===== src/rtl/core/qsu_pkg.sv =====
package qsu_pkg;

    // parser phase codes
    localparam logic [2:0] PH_IDLE    = 3'd0;
    localparam logic [2:0] PH_BODY    = 3'd1;
    localparam logic [2:0] PH_ESC     = 3'd2;
    localparam logic [2:0] PH_HEX     = 3'd3;
    localparam logic [2:0] PH_LOW_BS  = 3'd4;
    localparam logic [2:0] PH_LOW_U   = 3'd5;
    localparam logic [2:0] PH_LOW_HEX = 3'd6;
    localparam logic [2:0] PH_PEND    = 3'd7;

    // status codes carried with each result word
    localparam logic [2:0] ST_OPEN          = 3'd0;
    localparam logic [2:0] ST_CLOSED        = 3'd1;
    localparam logic [2:0] ST_CLOSED_BEFORE = 3'd2;
    localparam logic [2:0] ST_INVALID       = 3'd3;
    localparam logic [2:0] ST_UNTERM        = 3'd4;

    typedef struct packed {
        logic [2:0]  phase;
        logic        quote_is_double;
        logic        strict_json;
        logic [15:0] hex_accum;
        logic [1:0]  hex_digits_seen;
        logic [9:0]  high_surrogate;
    } t_state;

    // all result words caused by one input word
    typedef struct packed {
        logic [3:0][7:0] bytes;
        logic            byte_valid;
        logic [2:0]      first_status;
        logic [2:0]      rest_status;
        logic [1:0]      cnt_m1;
    } t_bundle;

endpackage


===== src/rtl/core/qsu_in_if.sv =====
interface qsu_in_if;
    logic       valid;
    logic       ready;
    logic [7:0] in_byte;
    logic       start_of_string;
    logic       json_rules;
    logic       end_of_range;

    modport source (
        output valid, in_byte, start_of_string, json_rules, end_of_range,
        input  ready
    );
    modport sink (
        input  valid, in_byte, start_of_string, json_rules, end_of_range,
        output ready
    );
endinterface


===== src/rtl/core/qsu_out_if.sv =====
interface qsu_out_if;
    logic       valid;
    logic       ready;
    logic [7:0] out_byte;
    logic       byte_valid;
    logic [2:0] status;
    logic       last;

    modport source (
        output valid, out_byte, byte_valid, status, last,
        input  ready
    );
    modport sink (
        input  valid, out_byte, byte_valid, status, last,
        output ready
    );
endinterface


===== src/rtl/core/qsu_decode.sv =====
module qsu_decode (
    input  qsu_pkg::t_state  i_state,
    input  logic [7:0]       i_byte,
    input  logic             i_start,
    input  logic             i_json,
    input  logic             i_eor,
    output qsu_pkg::t_state  o_state,
    output qsu_pkg::t_bundle o_bundle,
    output logic             o_emit
);
    import qsu_pkg::*;

    localparam logic [7:0] CH_DQUOTE = 8'h22;
    localparam logic [7:0] CH_SQUOTE = 8'h27;
    localparam logic [7:0] CH_SLASH  = 8'h2F;
    localparam logic [7:0] CH_BSLASH = 8'h5C;
    localparam logic [7:0] CH_TAB    = 8'h09;
    localparam logic [7:0] CH_SPACE  = 8'h20;
    localparam logic [7:0] CH_B      = 8'h62;
    localparam logic [7:0] CH_T      = 8'h74;
    localparam logic [7:0] CH_N      = 8'h6E;
    localparam logic [7:0] CH_F      = 8'h66;
    localparam logic [7:0] CH_R      = 8'h72;
    localparam logic [7:0] CH_U      = 8'h75;
    localparam logic [20:0] CP_SUPP_BASE = 21'h10000;

    typedef struct packed {
        logic [2:0]      n;
        logic [3:0][7:0] b;
    } t_utf8;

    // {ok, value}
    function automatic logic [4:0] hex_digit(input logic [7:0] c);
        logic [4:0] r;
        r = 5'd0;
        if (c >= 8'h30 && c <= 8'h39) r = {1'b1, 4'(c - 8'h30)};
        else if (c >= 8'h61 && c <= 8'h66) r = {1'b1, 4'(c - 8'h57)};
        else if (c >= 8'h41 && c <= 8'h46) r = {1'b1, 4'(c - 8'h37)};
        return r;
    endfunction

    function automatic t_utf8 utf8(input logic [20:0] cp);
        t_utf8 u;
        u = '0;
        if (cp < 21'h80) begin
            u.n = 3'd1; u.b[0] = cp[7:0];
        end else if (cp < 21'h800) begin
            u.n = 3'd2; u.b[0] = {3'b110, cp[10:6]}; u.b[1] = {2'b10, cp[5:0]};
        end else if (cp < 21'h10000) begin
            u.n = 3'd3; u.b[0] = {4'b1110, cp[15:12]};
            u.b[1] = {2'b10, cp[11:6]}; u.b[2] = {2'b10, cp[5:0]};
        end else begin
            u.n = 3'd4; u.b[0] = {5'b11110, cp[20:18]};
            u.b[1] = {2'b10, cp[17:12]}; u.b[2] = {2'b10, cp[11:6]};
            u.b[3] = {2'b10, cp[5:0]};
        end
        return u;
    endfunction

    logic [4:0]  w_hex;
    logic [15:0] w_acc;
    logic        w_full_unit;
    logic        w_is_high;
    logic        w_is_low;
    logic [20:0] w_cp;
    t_utf8       w_enc;
    t_state      n_st;
    logic [2:0]  st;
    logic [2:0]  nb;
    logic [3:0][7:0] bytes;
    logic        pre;
    logic [2:0]  pre_st;
    logic        emit;
    logic [7:0]  quote;

    assign w_hex       = hex_digit(i_byte);
    assign w_acc       = {i_state.hex_accum[11:0], w_hex[3:0]};
    assign w_full_unit = (i_state.hex_digits_seen == 2'd3);
    assign w_is_high   = (w_acc[15:10] == 6'b110110);
    assign w_is_low    = (w_acc[15:10] == 6'b110111);
    // pair gives 0x10000 + (high << 10) + low offset
    assign w_cp = (i_state.phase == PH_LOW_HEX)
                ? ({1'b0, i_state.high_surrogate, w_acc[9:0]} + CP_SUPP_BASE)
                : {5'd0, w_acc};
    assign w_enc = utf8(w_cp);
    assign quote = i_state.quote_is_double ? CH_DQUOTE : CH_SQUOTE;

    always_comb begin
        n_st   = i_state;
        st     = ST_OPEN;
        nb     = 3'd0;
        bytes  = '0;
        pre    = 1'b0;
        pre_st = ST_OPEN;
        emit   = 1'b1;
        if (i_start) begin
            if (i_state.phase != PH_IDLE) begin
                pre    = 1'b1;
                pre_st = (i_state.phase == PH_PEND) ? ST_CLOSED_BEFORE : ST_UNTERM;
            end
            n_st.phase           = PH_IDLE;
            n_st.strict_json     = i_json;
            n_st.hex_accum       = '0;
            n_st.hex_digits_seen = '0;
            n_st.high_surrogate  = '0;
            if (i_byte == CH_DQUOTE || (i_byte == CH_SQUOTE && !i_json)) begin
                n_st.quote_is_double = (i_byte == CH_DQUOTE);
                n_st.phase = i_eor ? PH_IDLE : PH_BODY;
                st = i_eor ? ST_UNTERM : ST_OPEN;
            end else begin
                st = ST_INVALID;
            end
        end else if (i_state.phase == PH_IDLE) begin
            emit = 1'b0;
        end else begin
            unique case (i_state.phase)
                PH_BODY: begin
                    if (i_byte == quote) begin
                        if (i_state.quote_is_double) begin
                            st = ST_CLOSED; n_st.phase = PH_IDLE;
                        end else begin
                            n_st.phase = PH_PEND;
                        end
                    end else if (i_state.quote_is_double && i_byte == CH_BSLASH) begin
                        n_st.phase = PH_ESC;
                    end else if (i_byte < CH_SPACE
                                 && (i_state.strict_json || i_byte != CH_TAB)) begin
                        st = ST_INVALID;
                    end else begin
                        nb = 3'd1; bytes[0] = i_byte;
                    end
                end
                PH_PEND: begin
                    if (i_byte == CH_SQUOTE) begin
                        nb = 3'd1; bytes[0] = i_byte; n_st.phase = PH_BODY;
                    end else begin
                        st = ST_CLOSED_BEFORE; n_st.phase = PH_IDLE;
                    end
                end
                PH_ESC: begin
                    n_st.phase = PH_BODY;
                    nb = 3'd1;
                    case (i_byte)
                        CH_B: bytes[0] = 8'h08;
                        CH_T: bytes[0] = 8'h09;
                        CH_N: bytes[0] = 8'h0A;
                        CH_F: bytes[0] = 8'h0C;
                        CH_R: bytes[0] = 8'h0D;
                        CH_DQUOTE, CH_SLASH, CH_BSLASH: bytes[0] = i_byte;
                        CH_U: begin
                            nb = 3'd0;
                            n_st.phase = PH_HEX;
                            n_st.hex_accum = '0;
                            n_st.hex_digits_seen = '0;
                        end
                        default: begin
                            nb = 3'd0; st = ST_INVALID;
                        end
                    endcase
                end
                PH_HEX, PH_LOW_HEX: begin
                    if (!w_hex[4]) begin
                        st = ST_INVALID;
                    end else begin
                        n_st.hex_accum = w_acc;
                        if (!w_full_unit) begin
                            n_st.hex_digits_seen = i_state.hex_digits_seen + 2'd1;
                        end else begin
                            n_st.hex_digits_seen = 2'd0;
                            if (i_state.phase == PH_HEX) begin
                                if (w_is_high) begin
                                    n_st.high_surrogate = w_acc[9:0];
                                    n_st.phase = PH_LOW_BS;
                                end else if (w_is_low) begin
                                    st = ST_INVALID;
                                end else begin
                                    nb = w_enc.n; bytes = w_enc.b;
                                    n_st.phase = PH_BODY;
                                end
                            end else if (w_is_low) begin
                                nb = w_enc.n; bytes = w_enc.b;
                                n_st.phase = PH_BODY;
                            end else begin
                                st = ST_INVALID;
                            end
                        end
                    end
                end
                PH_LOW_BS: begin
                    if (i_byte == CH_BSLASH) n_st.phase = PH_LOW_U;
                    else st = ST_INVALID;
                end
                PH_LOW_U: begin
                    if (i_byte == CH_U) begin
                        n_st.phase = PH_LOW_HEX;
                        n_st.hex_accum = '0;
                        n_st.hex_digits_seen = '0;
                    end else begin
                        st = ST_INVALID;
                    end
                end
                default: begin
                    n_st.phase = PH_IDLE;
                    emit = 1'b0;
                end
            endcase
            if (st == ST_INVALID) begin
                nb = 3'd0;
                n_st.phase = PH_IDLE;
            end else if (st == ST_OPEN && i_eor) begin
                st = (n_st.phase == PH_PEND) ? ST_CLOSED : ST_UNTERM;
                n_st.phase = PH_IDLE;
            end
        end
    end

    always_comb begin
        o_state = n_st;
        o_emit  = emit;
        o_bundle.bytes = bytes;
        if (nb != 3'd0) begin
            o_bundle.byte_valid   = 1'b1;
            o_bundle.first_status = st;
            o_bundle.rest_status  = st;
            o_bundle.cnt_m1       = 2'(nb - 3'd1);
        end else begin
            o_bundle.byte_valid   = 1'b0;
            o_bundle.first_status = pre ? pre_st : st;
            o_bundle.rest_status  = st;
            o_bundle.cnt_m1       = {1'b0, pre};
        end
    end

endmodule


===== src/rtl/core/quoted_string_unescape_top.sv =====
// Output: each input word's first result word is valid in the cycle after it is accepted.
// Throughput: one input word per cycle while each yields at most one result word and the
// output is ready; a word with n result words (up to four) holds the register until all leave.
// Reset (i_rst_n low, synchronous): parser goes idle, escape state clears, output empties.
module quoted_string_unescape_top (
    input  logic      i_clk,
    input  logic      i_rst_n,
    qsu_in_if.sink    i_in,
    qsu_out_if.source o_out
);
    import qsu_pkg::*;

    // Parser state, updated on every accepted input word.
    t_state  r_state;
    t_state  n_state;

    // Result register: every result word of one input word, walked out one per cycle while ready.
    t_bundle r_bundle;
    t_bundle n_bundle;
    logic    r_full;
    logic [1:0] r_idx;

    logic w_emit;
    logic w_accept;
    logic w_out_last;
    logic w_pop;

    qsu_decode u_decode (
        .i_state  (r_state),
        .i_byte   (i_in.in_byte),
        .i_start  (i_in.start_of_string),
        .i_json   (i_in.json_rules),
        .i_eor    (i_in.end_of_range),
        .o_state  (n_state),
        .o_bundle (n_bundle),
        .o_emit   (w_emit)
    );

    assign w_out_last = (r_idx == r_bundle.cnt_m1);
    assign w_pop      = r_full && o_out.ready;

    // Take a new word when the result register is empty or its final word leaves now.
    assign i_in.ready = !r_full || (o_out.ready && w_out_last);
    assign w_accept   = i_in.valid && i_in.ready;

    always_ff @(posedge i_clk) begin
        if (!i_rst_n) begin
            r_state <= '0;
            r_full  <= 1'b0;
            r_idx   <= 2'd0;
        end else begin
            if (w_accept) begin
                r_state <= n_state;
            end
            if (w_accept && w_emit) begin
                r_full <= 1'b1;
                r_idx  <= 2'd0;
            end else if (w_pop) begin
                if (w_out_last) begin
                    // drop the drained bundle
                    r_full <= 1'b0;
                end else begin
                    // advance to the next result word
                    r_idx <= r_idx + 2'd1;
                end
            end
        end
    end

    // Payload holds without reset; only loaded on a producing accept.
    always_ff @(posedge i_clk) begin
        if (w_accept && w_emit) begin
            r_bundle <= n_bundle;
        end
    end

    assign o_out.valid      = r_full;
    assign o_out.byte_valid = r_bundle.byte_valid;
    assign o_out.out_byte   = r_bundle.byte_valid ? r_bundle.bytes[r_idx] : 8'd0;
    assign o_out.status     = (r_idx == 2'd0) ? r_bundle.first_status
                                              : r_bundle.rest_status;
    assign o_out.last       = w_out_last;

    // A bundle without decoded bytes holds at most the ended-string word and one more.
    a_nobyte_short: assert property (@(posedge i_clk) disable iff (!i_rst_n)
        (r_full && !r_bundle.byte_valid) |-> (r_bundle.cnt_m1 <= 2'd1))
        else $error("byte-less bundle longer than two words");

    // A taken word that is not the last moves the read index by exactly one.
    a_idx_step: assert property (@(posedge i_clk) disable iff (!i_rst_n)
        (o_out.valid && o_out.ready && !o_out.last)
        |=> (o_out.valid && r_idx == $past(r_idx) + 2'd1))
        else $error("result index did not advance");

    // Status stays within the defined codes.
    a_status_range: assert property (@(posedge i_clk) disable iff (!i_rst_n)
        o_out.valid |-> (o_out.status <= ST_UNTERM))
        else $error("status code out of range");

endmodule


===== src/flat_wrapper.sv =====
// flat-port wrapper written by rule: the top's interface ports become plain ports
module quoted_string_unescape_top_flat import qsu_pkg::*;
  (i_clk, i_rst_n, i_in_valid, i_in_in_byte, i_in_start_of_string, i_in_json_rules, i_in_end_of_range, i_in_ready, o_out_valid, o_out_out_byte, o_out_byte_valid, o_out_status, o_out_last, o_out_ready);
  qsu_in_if i_in_i ();
  qsu_out_if o_out_i ();
  input  logic i_clk;
  input  logic i_rst_n;
  input wire logic [$bits(i_in_i.valid)-1:0] i_in_valid;
  input wire logic [$bits(i_in_i.in_byte)-1:0] i_in_in_byte;
  input wire logic [$bits(i_in_i.start_of_string)-1:0] i_in_start_of_string;
  input wire logic [$bits(i_in_i.json_rules)-1:0] i_in_json_rules;
  input wire logic [$bits(i_in_i.end_of_range)-1:0] i_in_end_of_range;
  output wire logic [$bits(i_in_i.ready)-1:0] i_in_ready;
  output wire logic [$bits(o_out_i.valid)-1:0] o_out_valid;
  output wire logic [$bits(o_out_i.out_byte)-1:0] o_out_out_byte;
  output wire logic [$bits(o_out_i.byte_valid)-1:0] o_out_byte_valid;
  output wire logic [$bits(o_out_i.status)-1:0] o_out_status;
  output wire logic [$bits(o_out_i.last)-1:0] o_out_last;
  input wire logic [$bits(o_out_i.ready)-1:0] o_out_ready;
  assign i_in_i.valid = i_in_valid;
  assign i_in_i.in_byte = i_in_in_byte;
  assign i_in_i.start_of_string = i_in_start_of_string;
  assign i_in_i.json_rules = i_in_json_rules;
  assign i_in_i.end_of_range = i_in_end_of_range;
  assign i_in_ready = i_in_i.ready;
  assign o_out_valid = o_out_i.valid;
  assign o_out_out_byte = o_out_i.out_byte;
  assign o_out_byte_valid = o_out_i.byte_valid;
  assign o_out_status = o_out_i.status;
  assign o_out_last = o_out_i.last;
  assign o_out_i.ready = o_out_ready;
  quoted_string_unescape_top u_core (.i_clk(i_clk), .i_rst_n(i_rst_n), .i_in(i_in_i), .o_out(o_out_i));
endmodule

===== config.mk =====
export PLATFORM = sky130hd
export DESIGN_NAME = quoted_string_unescape_top_flat
export DESIGN_NICKNAME = d
export VERILOG_FILES = /design/src/rtl/core/qsu_pkg.sv /design/src/rtl/core/qsu_in_if.sv /design/src/rtl/core/qsu_out_if.sv /design/src/rtl/core/qsu_decode.sv /design/src/rtl/core/quoted_string_unescape_top.sv /design/src/flat_wrapper.sv
export SDC_FILE = /design/constraint.sdc
export NUM_CORES = 1
export LEC_CHECK = 0
export BUFFER_PORTS_ARGS = -buffer_cell sky130_fd_sc_hd__buf_4
export CAP_MARGIN = 20
export CORE_MARGIN = 8
export CORE_UTILIZATION = 39
export CTS_CLUSTER_SIZE = 28
export DETAILED_ROUTE_END_ITERATION = 12
export GPL_ROUTABILITY_DRIVEN = 0
export PLACE_DENSITY = 0.53
export SYNTH_ARGS = -nofsm -noshare
export SYNTH_HDL_FRONTEND = slang
export SYNTH_SLANG_ARGS = --single-unit

===== constraint.sdc =====
create_clock -name i_clk -period 6.5 [get_ports i_clk]
set_input_delay 0.65 -clock i_clk [delete_from_list [all_inputs] [get_ports i_clk]]
set_output_delay 0.65 -clock i_clk [all_outputs]
set_load 0.005 [all_outputs]

; ---- After elaboration in Yosys (flattened, before gate mapping)
; Index checks and enable logic that the tools add are counted.
[totals]
inputBits = 15
register_bits = 73
word_cells = 226
output_inout_bits = 15
[op_classes]
n_mux = 113
n_bitwise = 5
order_cmp = 11
n_reduce_logical = 45
n_addsub = 7
n_eq_ne = 28
[op_table]
columns = operator, count
row1 = $mux 3, 48
row2 = $mux 32, 4
row3 = $mux 24, 4
row4 = $mux 8, 10
row5 = $eq 8x7->1 const B, 7
row6 = $pmux 8 s6, 1
row7 = $mux 10, 4
row8 = $pmux 3 s6, 2
row9 = $mux 16, 2
row10 = $pmux 8 s4, 1
row11 = $pmux 14 s2, 1
row12 = $eq 8x6->1 const B, 3
row13 = $mux 2, 12
row14 = $mux 22, 1
row15 = $add 20x17->21 const B, 1
row16 = $lt 21x12->1 const B, 1
row17 = $lt 21x17->1 const B, 1
row18 = $lt 21x8->1 const B, 1
row19 = $mux 21, 1
row20 = $bmux 8 s2, 1
row21 = $ge 8x7->1 const B, 2
row22 = $le 8x7->1 const B, 2
row23 = $eq 3x3->1 const B, 5
row24 = $mux 1, 15
row25 = 40 further kinds, 79

; ---- Depth between registers and ports, before layout
[logic_depth]
word_depth = 22
depth_mapped = 14
mapped_depth_nobuf = 13

; ---- Modules after synthesis
; Synthesis repeated with hierarchy kept, for this count alone.
[unflattened]
cells_unflattened = 650
hier_area_um2 = 5362.6
[modules_own_cells]
columns = module, seq_area_each_um2, area_per_inst_um2, instances, cells_per_inst
row1 = quoted_string_unescape_top, 1951.9, 2885.3, 1, 233
row2 = qsu_decode, 0.0, 2477.4, 1, 417

; ---- Least setup slack after synthesis
; OpenSTA, ideal clock, no wires.
[synth_path]
path_kind = register to register
start = register u_core.r_bundle[1] in the netlist's numbering
end = register u_core.r_state[30] in the netlist's numbering
arrival_time_ns = 3.324
t_required_ns = 6.380
slack_ns = 3.056
setup_ns = 0.120
n_path_buf = 0
path_stages_with_launch = 8
synth_period_minus_slack_ns = 3.444
cell_sequence = edfxtp_1 > xor2_1 > nor2_1 > a21bo_2 > nand2_1 > nor2_1 > o21ai_0 > o221a_2
[synth_between]
elab_chain_cells = 5
[synth_rtl]
columns = item, line_no
row1 = from (decl), quoted_string_unescape_top.sv:18  ; t_bundle r_bundle;
row2 = from (signal assigned), quoted_string_unescape_top.sv:73  ; r_bundle <= n_bundle;
row3 = $eq 2x2->1, quoted_string_unescape_top.sv:39  ; assign w_out_last = (r_idx == r_bundle.cnt_m1);
row4 = via o_out_last, flat_wrapper.sv:18  ; output wire logic [$bits(o_out_i.last)-1:0] o_out_last;
row5 = $logic_and 1x1->1, quoted_string_unescape_top.sv:43  ; assign i_in.ready = !r_full || (o_out.ready && w_out_last);
row6 = $logic_or 1x1->1, quoted_string_unescape_top.sv:43
row7 = via i_in_ready, flat_wrapper.sv:13  ; output wire logic [$bits(i_in_i.ready)-1:0] i_in_ready;
row8 = $logic_and 1x1->1, quoted_string_unescape_top.sv:44  ; assign w_accept = i_in.valid && i_in.ready;
row9 = $reduce_and 2->1 (no source line), n/a
row10 = to (signal assigned), quoted_string_unescape_top.sv:53  ; r_state <= n_state;
row11 = to (decl), quoted_string_unescape_top.sv:14  ; t_state r_state;
; The timed path passes the listed nets, and every way through them passes these cells.
; A chain may end at the register's enable or synchronous reset.

==> key figures <==
Timing
  – Post-route clock skew: slightly above 0.01 ns
  – Final number of hold-violating endpoints: 0
  – Slew at the pin closest to its max-slew limit: about 1 ns
  – Final count of negative-setup-slack endpoints: 0
  – Final critical-path share of the clock period: about 53%
  – Number of max-slew violations in the final report: 0
  – F_max: 292 MHz
  – Minimum clock period: approximately 3.4 ns
  – Smallest setup slack after layout: between 3 and 4 ns
  – Hold_ws: roughly 0.48 ns
  – Max transition margin: between 30% and 40%
  – Final-layout setup total negative slack: 0 ns
  – Unrepaired setup endpoints after global routing: false

Yosys
  – Yosys warning total: 0
  – Count of distinct cell types in the synthesized netlist: a little over 80
  – Adder and majority gate portion of the synthesized area: roughly 2.2%
  – Simple-Gate Fraction of Synth Area: about a quarter
  – Synthesized netlist cell count: 481
  – XOR/XNOR Fraction of Synth Area: less than 1%
  – Top-area cell type share of the netlist area: between 20% and 30%
  – Cell with the most instances after synthesis: nor2_1
  – Top post-synthesis cells by count: 55 x nor2_1, 40 x nand2_1, 38 x edfxtp_1
  – Async SR Flop Fraction: 0%
  – Count of state elements after synthesis: 70
  – Cell area after synthesis: ~4500 um2
  – Sequential fraction of the synthesis area: between 30% and 40%
  – Leading post-synthesis cells by cell area: edfxtp_1 25%, dfxtp_1 14%, a22o_1 5.2%
  – Post-Syn Nets: between 500 and 600
  – Largest family of logic cells by synthesized area: simple AND/OR/NAND/NOR gates
  – Share of the synthesized area in compound gates (AO/OA/AOI/OAI): 23.2%
  – Multiplexer share of the synthesized area: slightly below 6%
  – Post-Synthesis Mean Instance Area: between 9 and 10 um2
  – Dominant register cell in the synthesized netlist: edfxtp_1
  – Library cell with the largest summed area after synthesis: edfxtp_1
  – EDFF count, synth: 38

Critical path
  – Critical path class: in -> reg
  – CP Launch Type: input pin
  – Ordered list of cells on the worst path: buf_4 -> inv_1 -> ha_1 -> o21bai_1 -> a2111oi_4 -> o21a_1 -> o211a_1 -> o211ai_1 -> nand4b_1 -> nand2_1 -> ha_1 -> nand3_1 -> a32oi_1
  – Cell mode on critical path: ha_1
  – Nature of the critical path endpoint: register
  – Family with the most delay on the worst path: compound AO/OA/AOI/OAI gates
  – Worst EP arrival: between 3 and 4 ns
  – Maximum fanout encountered on the critical timing path: 13
  – Crit path buf inv count: 2
  – Worst endpoint required time: approximately 6.6 ns
  – Critical-path top delay cell: a2111oi_4
  – Stage delay of the slowest cell on the critical path: 0.65 ns

Detailed routing
  – Length of the first detailed-routing pass in iterations: 5
  – Post-Route M1 WL: 5940 um
  – Detailed-route DRC error count: 0
  – Via/cell ratio: about 6.0
  – Final WL: roughly 13,000 um
  – Iter 0 DRT Violations: 416
  – Total number of vias: between 3k and 4k
  – Met2 wire length: 5560 um
  – Highest metal used: met4
  – Per-cell routed wire length: 19.4 um
  – Met3 wirelength from detailed routing: slightly above 800 um
  – Count of antenna-violating nets left after detailed routing: 0

GRT
  – Initial antenna violation count: 0
  – Overall fraction of global-route tracks in use: 16.9%
  – Pin count of the biggest net entering global routing: 43
  – Global-route wire length before repair: about 20,000 um
  – Vias in the first global route: roughly 3.6k
  – Final global-route overflow total: 0

Cells and area
  – FF+latch area: 1780 um2
  – Final Instance Count excl. Fillers: around 640
  – Multi-input combinational cell area: 2550 um2
  – Share of layout cells above drive strength 1: between 15 and 20%
  – Fill cells: ~1.1k
  – Number of nets in the layout: 519
  – Area overhead of the layout relative to synthesis: 12.3%
  – Antenna Diode Count: 0

Clock network
  – Hold_buf cts: 0
  – Post-CTS setup buffers: 0
  – H-Tree Depth: 3
  – Clock Pin Slew Worst Setup and Hold Paths: 0.06 ns
  – Total number of clock tree sinks: 70
  – Clk Latency, worst-skew pair: approximately 0.34 ns
  – Clock tree root buffer cell: clkbuf_16
  – Cts bufs inserted: 9
  – TritonCTS clock tree: yes
  – Post-CTS Resized: 0
  – Maximum clock path buffer count: 2

Placed design
  – Setup slack after placement: ~2.8 ns
  – Placed Instances: between 600 and 700
  – Port Buf Inserts: 29
  – Detailed placer's ending HPWL: 9250 um

Worst hold path
  – Worst Hold Class: reg -> reg

Pwr
  – Clock share of power: a little over two fifths
  – Power per Cell Area: about 210 nW/um2
  – Combinational group share of total power: 9.9%
  – Leak pwr: about 2.0 nW
  – Total power of the final layout: 1.05 mW
  – Sequential power share: a little under half
  – Worst ir drop on vdd: ~0.00015 V
  – Net Switching: 0.255 mW
  – Internal power component: 0.795 mW
  – Share of total power consumed by net switching: ~24%

Floorplan
  – Die Outline Area: about 15,000 um2
  – Die Y-Extent: 124 um
  – Number of top-level pins: 30
  – Area of the placeable core: 11,400 um2
  – Starting Density: around 40%
  – Site row count: 39
  – Horizontal die dimension: ~120 um

Status
  – Status: finished, final reports clean

Job
  – Number of maximum-capacitance violations: 0
## worst reg2reg max path: cells and delay by family (launching register included)
kind | cells | cell delay [ns]
compound gates | 1 | 0.21
fa+ha+maj | 1 | 0.25
simple gates | 5 | 1.29
flops | 1 | 0.68
buf+inv | 1 | 0.20
mux | 1 | 0.51
## worst paths after layout
check                     startpoint                  to  slack, ns  depth (start not counted)
hold / removal     u_core.r_state[0]   u_core.r_state[0]       0.48                          1
setup / recovery     i_in_in_byte[0]  u_core.r_bundle[0]       3.08                         13
hold reg to reg    u_core.r_state[0]   u_core.r_state[0]       0.48                          1
setup reg to reg  u_core.r_state[31]  u_core.r_bundle[6]       3.12                          9
## cell type report
class	count	area share, %
multi-input combinational	370	50.1
sequential	70	35.0
clock buffer	11	4.80
tap	143	3.52
timing repair buffer	32	4.97
inverter	13	0.960
clock inverter	5	0.615
## kinds of logic (layout without fill, tap and decap cells)
logic type / after synthesis / after routing
XOR/XNOR: 5 / 5
adder cells (fa/ha/maj): 8 / 8
AND/OR/NAND/NOR: 203 / 203
flip-flops: 70 / 70
AO/OA/AOI/OAI: 137 / 137
multiplexers: 17 / 17
buffers and inverters: 41 / 61
## power groups by stage
| stage | clock, mW | combinational [mW] | sequential (mW) |
|---|---|---|---|
| 2_1_floorplan | 0 | 0.0697 | 0.494 |
| 3_3_place_gp | 0 | 0.101 | 0.498 |
| 3_5_place_dp | 0 | 0.102 | 0.498 |
| 4_1_cts | 0.467 | 0.102 | 0.489 |
| 5_1_grt | 0.484 | 0.114 | 0.490 |
| 6_report | 0.458 | 0.105 | 0.488 |
## routing by layer
metal / up-vias / global-route usage, %
met5: - / 0
met4: 0 / 7.60
met3: 16 / 3.45
met2: 141 / 24.9
met1: 1826 / 23.4
li1: 1852 / -
## flip-flops by register name, indices dropped and copies added (netlist names)
name	flops
u_core.o_out.byte_valid	1
u_core.o_out.valid	1
u_core.r_bundle	37
u_core.r_idx	2
u_core.r_state	29
## stage by stage
step                      utilization [%]  area, um2
after global placement               42.1       4790
after detailed placement             42.1       4790
final                                44.7       5080
after floorplan                         -       4530
after global routing                 44.7       5080
after CTS                            44.5       5060
## placed cells by master, fill, tap and decap left out, types with 13 or more instances in the layout
cell type and instances:
buf_4 31, dfxtp_1 32, nand3_1 15, edfxtp_1 38, a22o_1 27, nor2_1 54, a21oi_1 24, nand2_1 40
o21ai_0 21, inv_1 13, and2_1 21
Note: power is estimated with default switching activity, not from simulation.
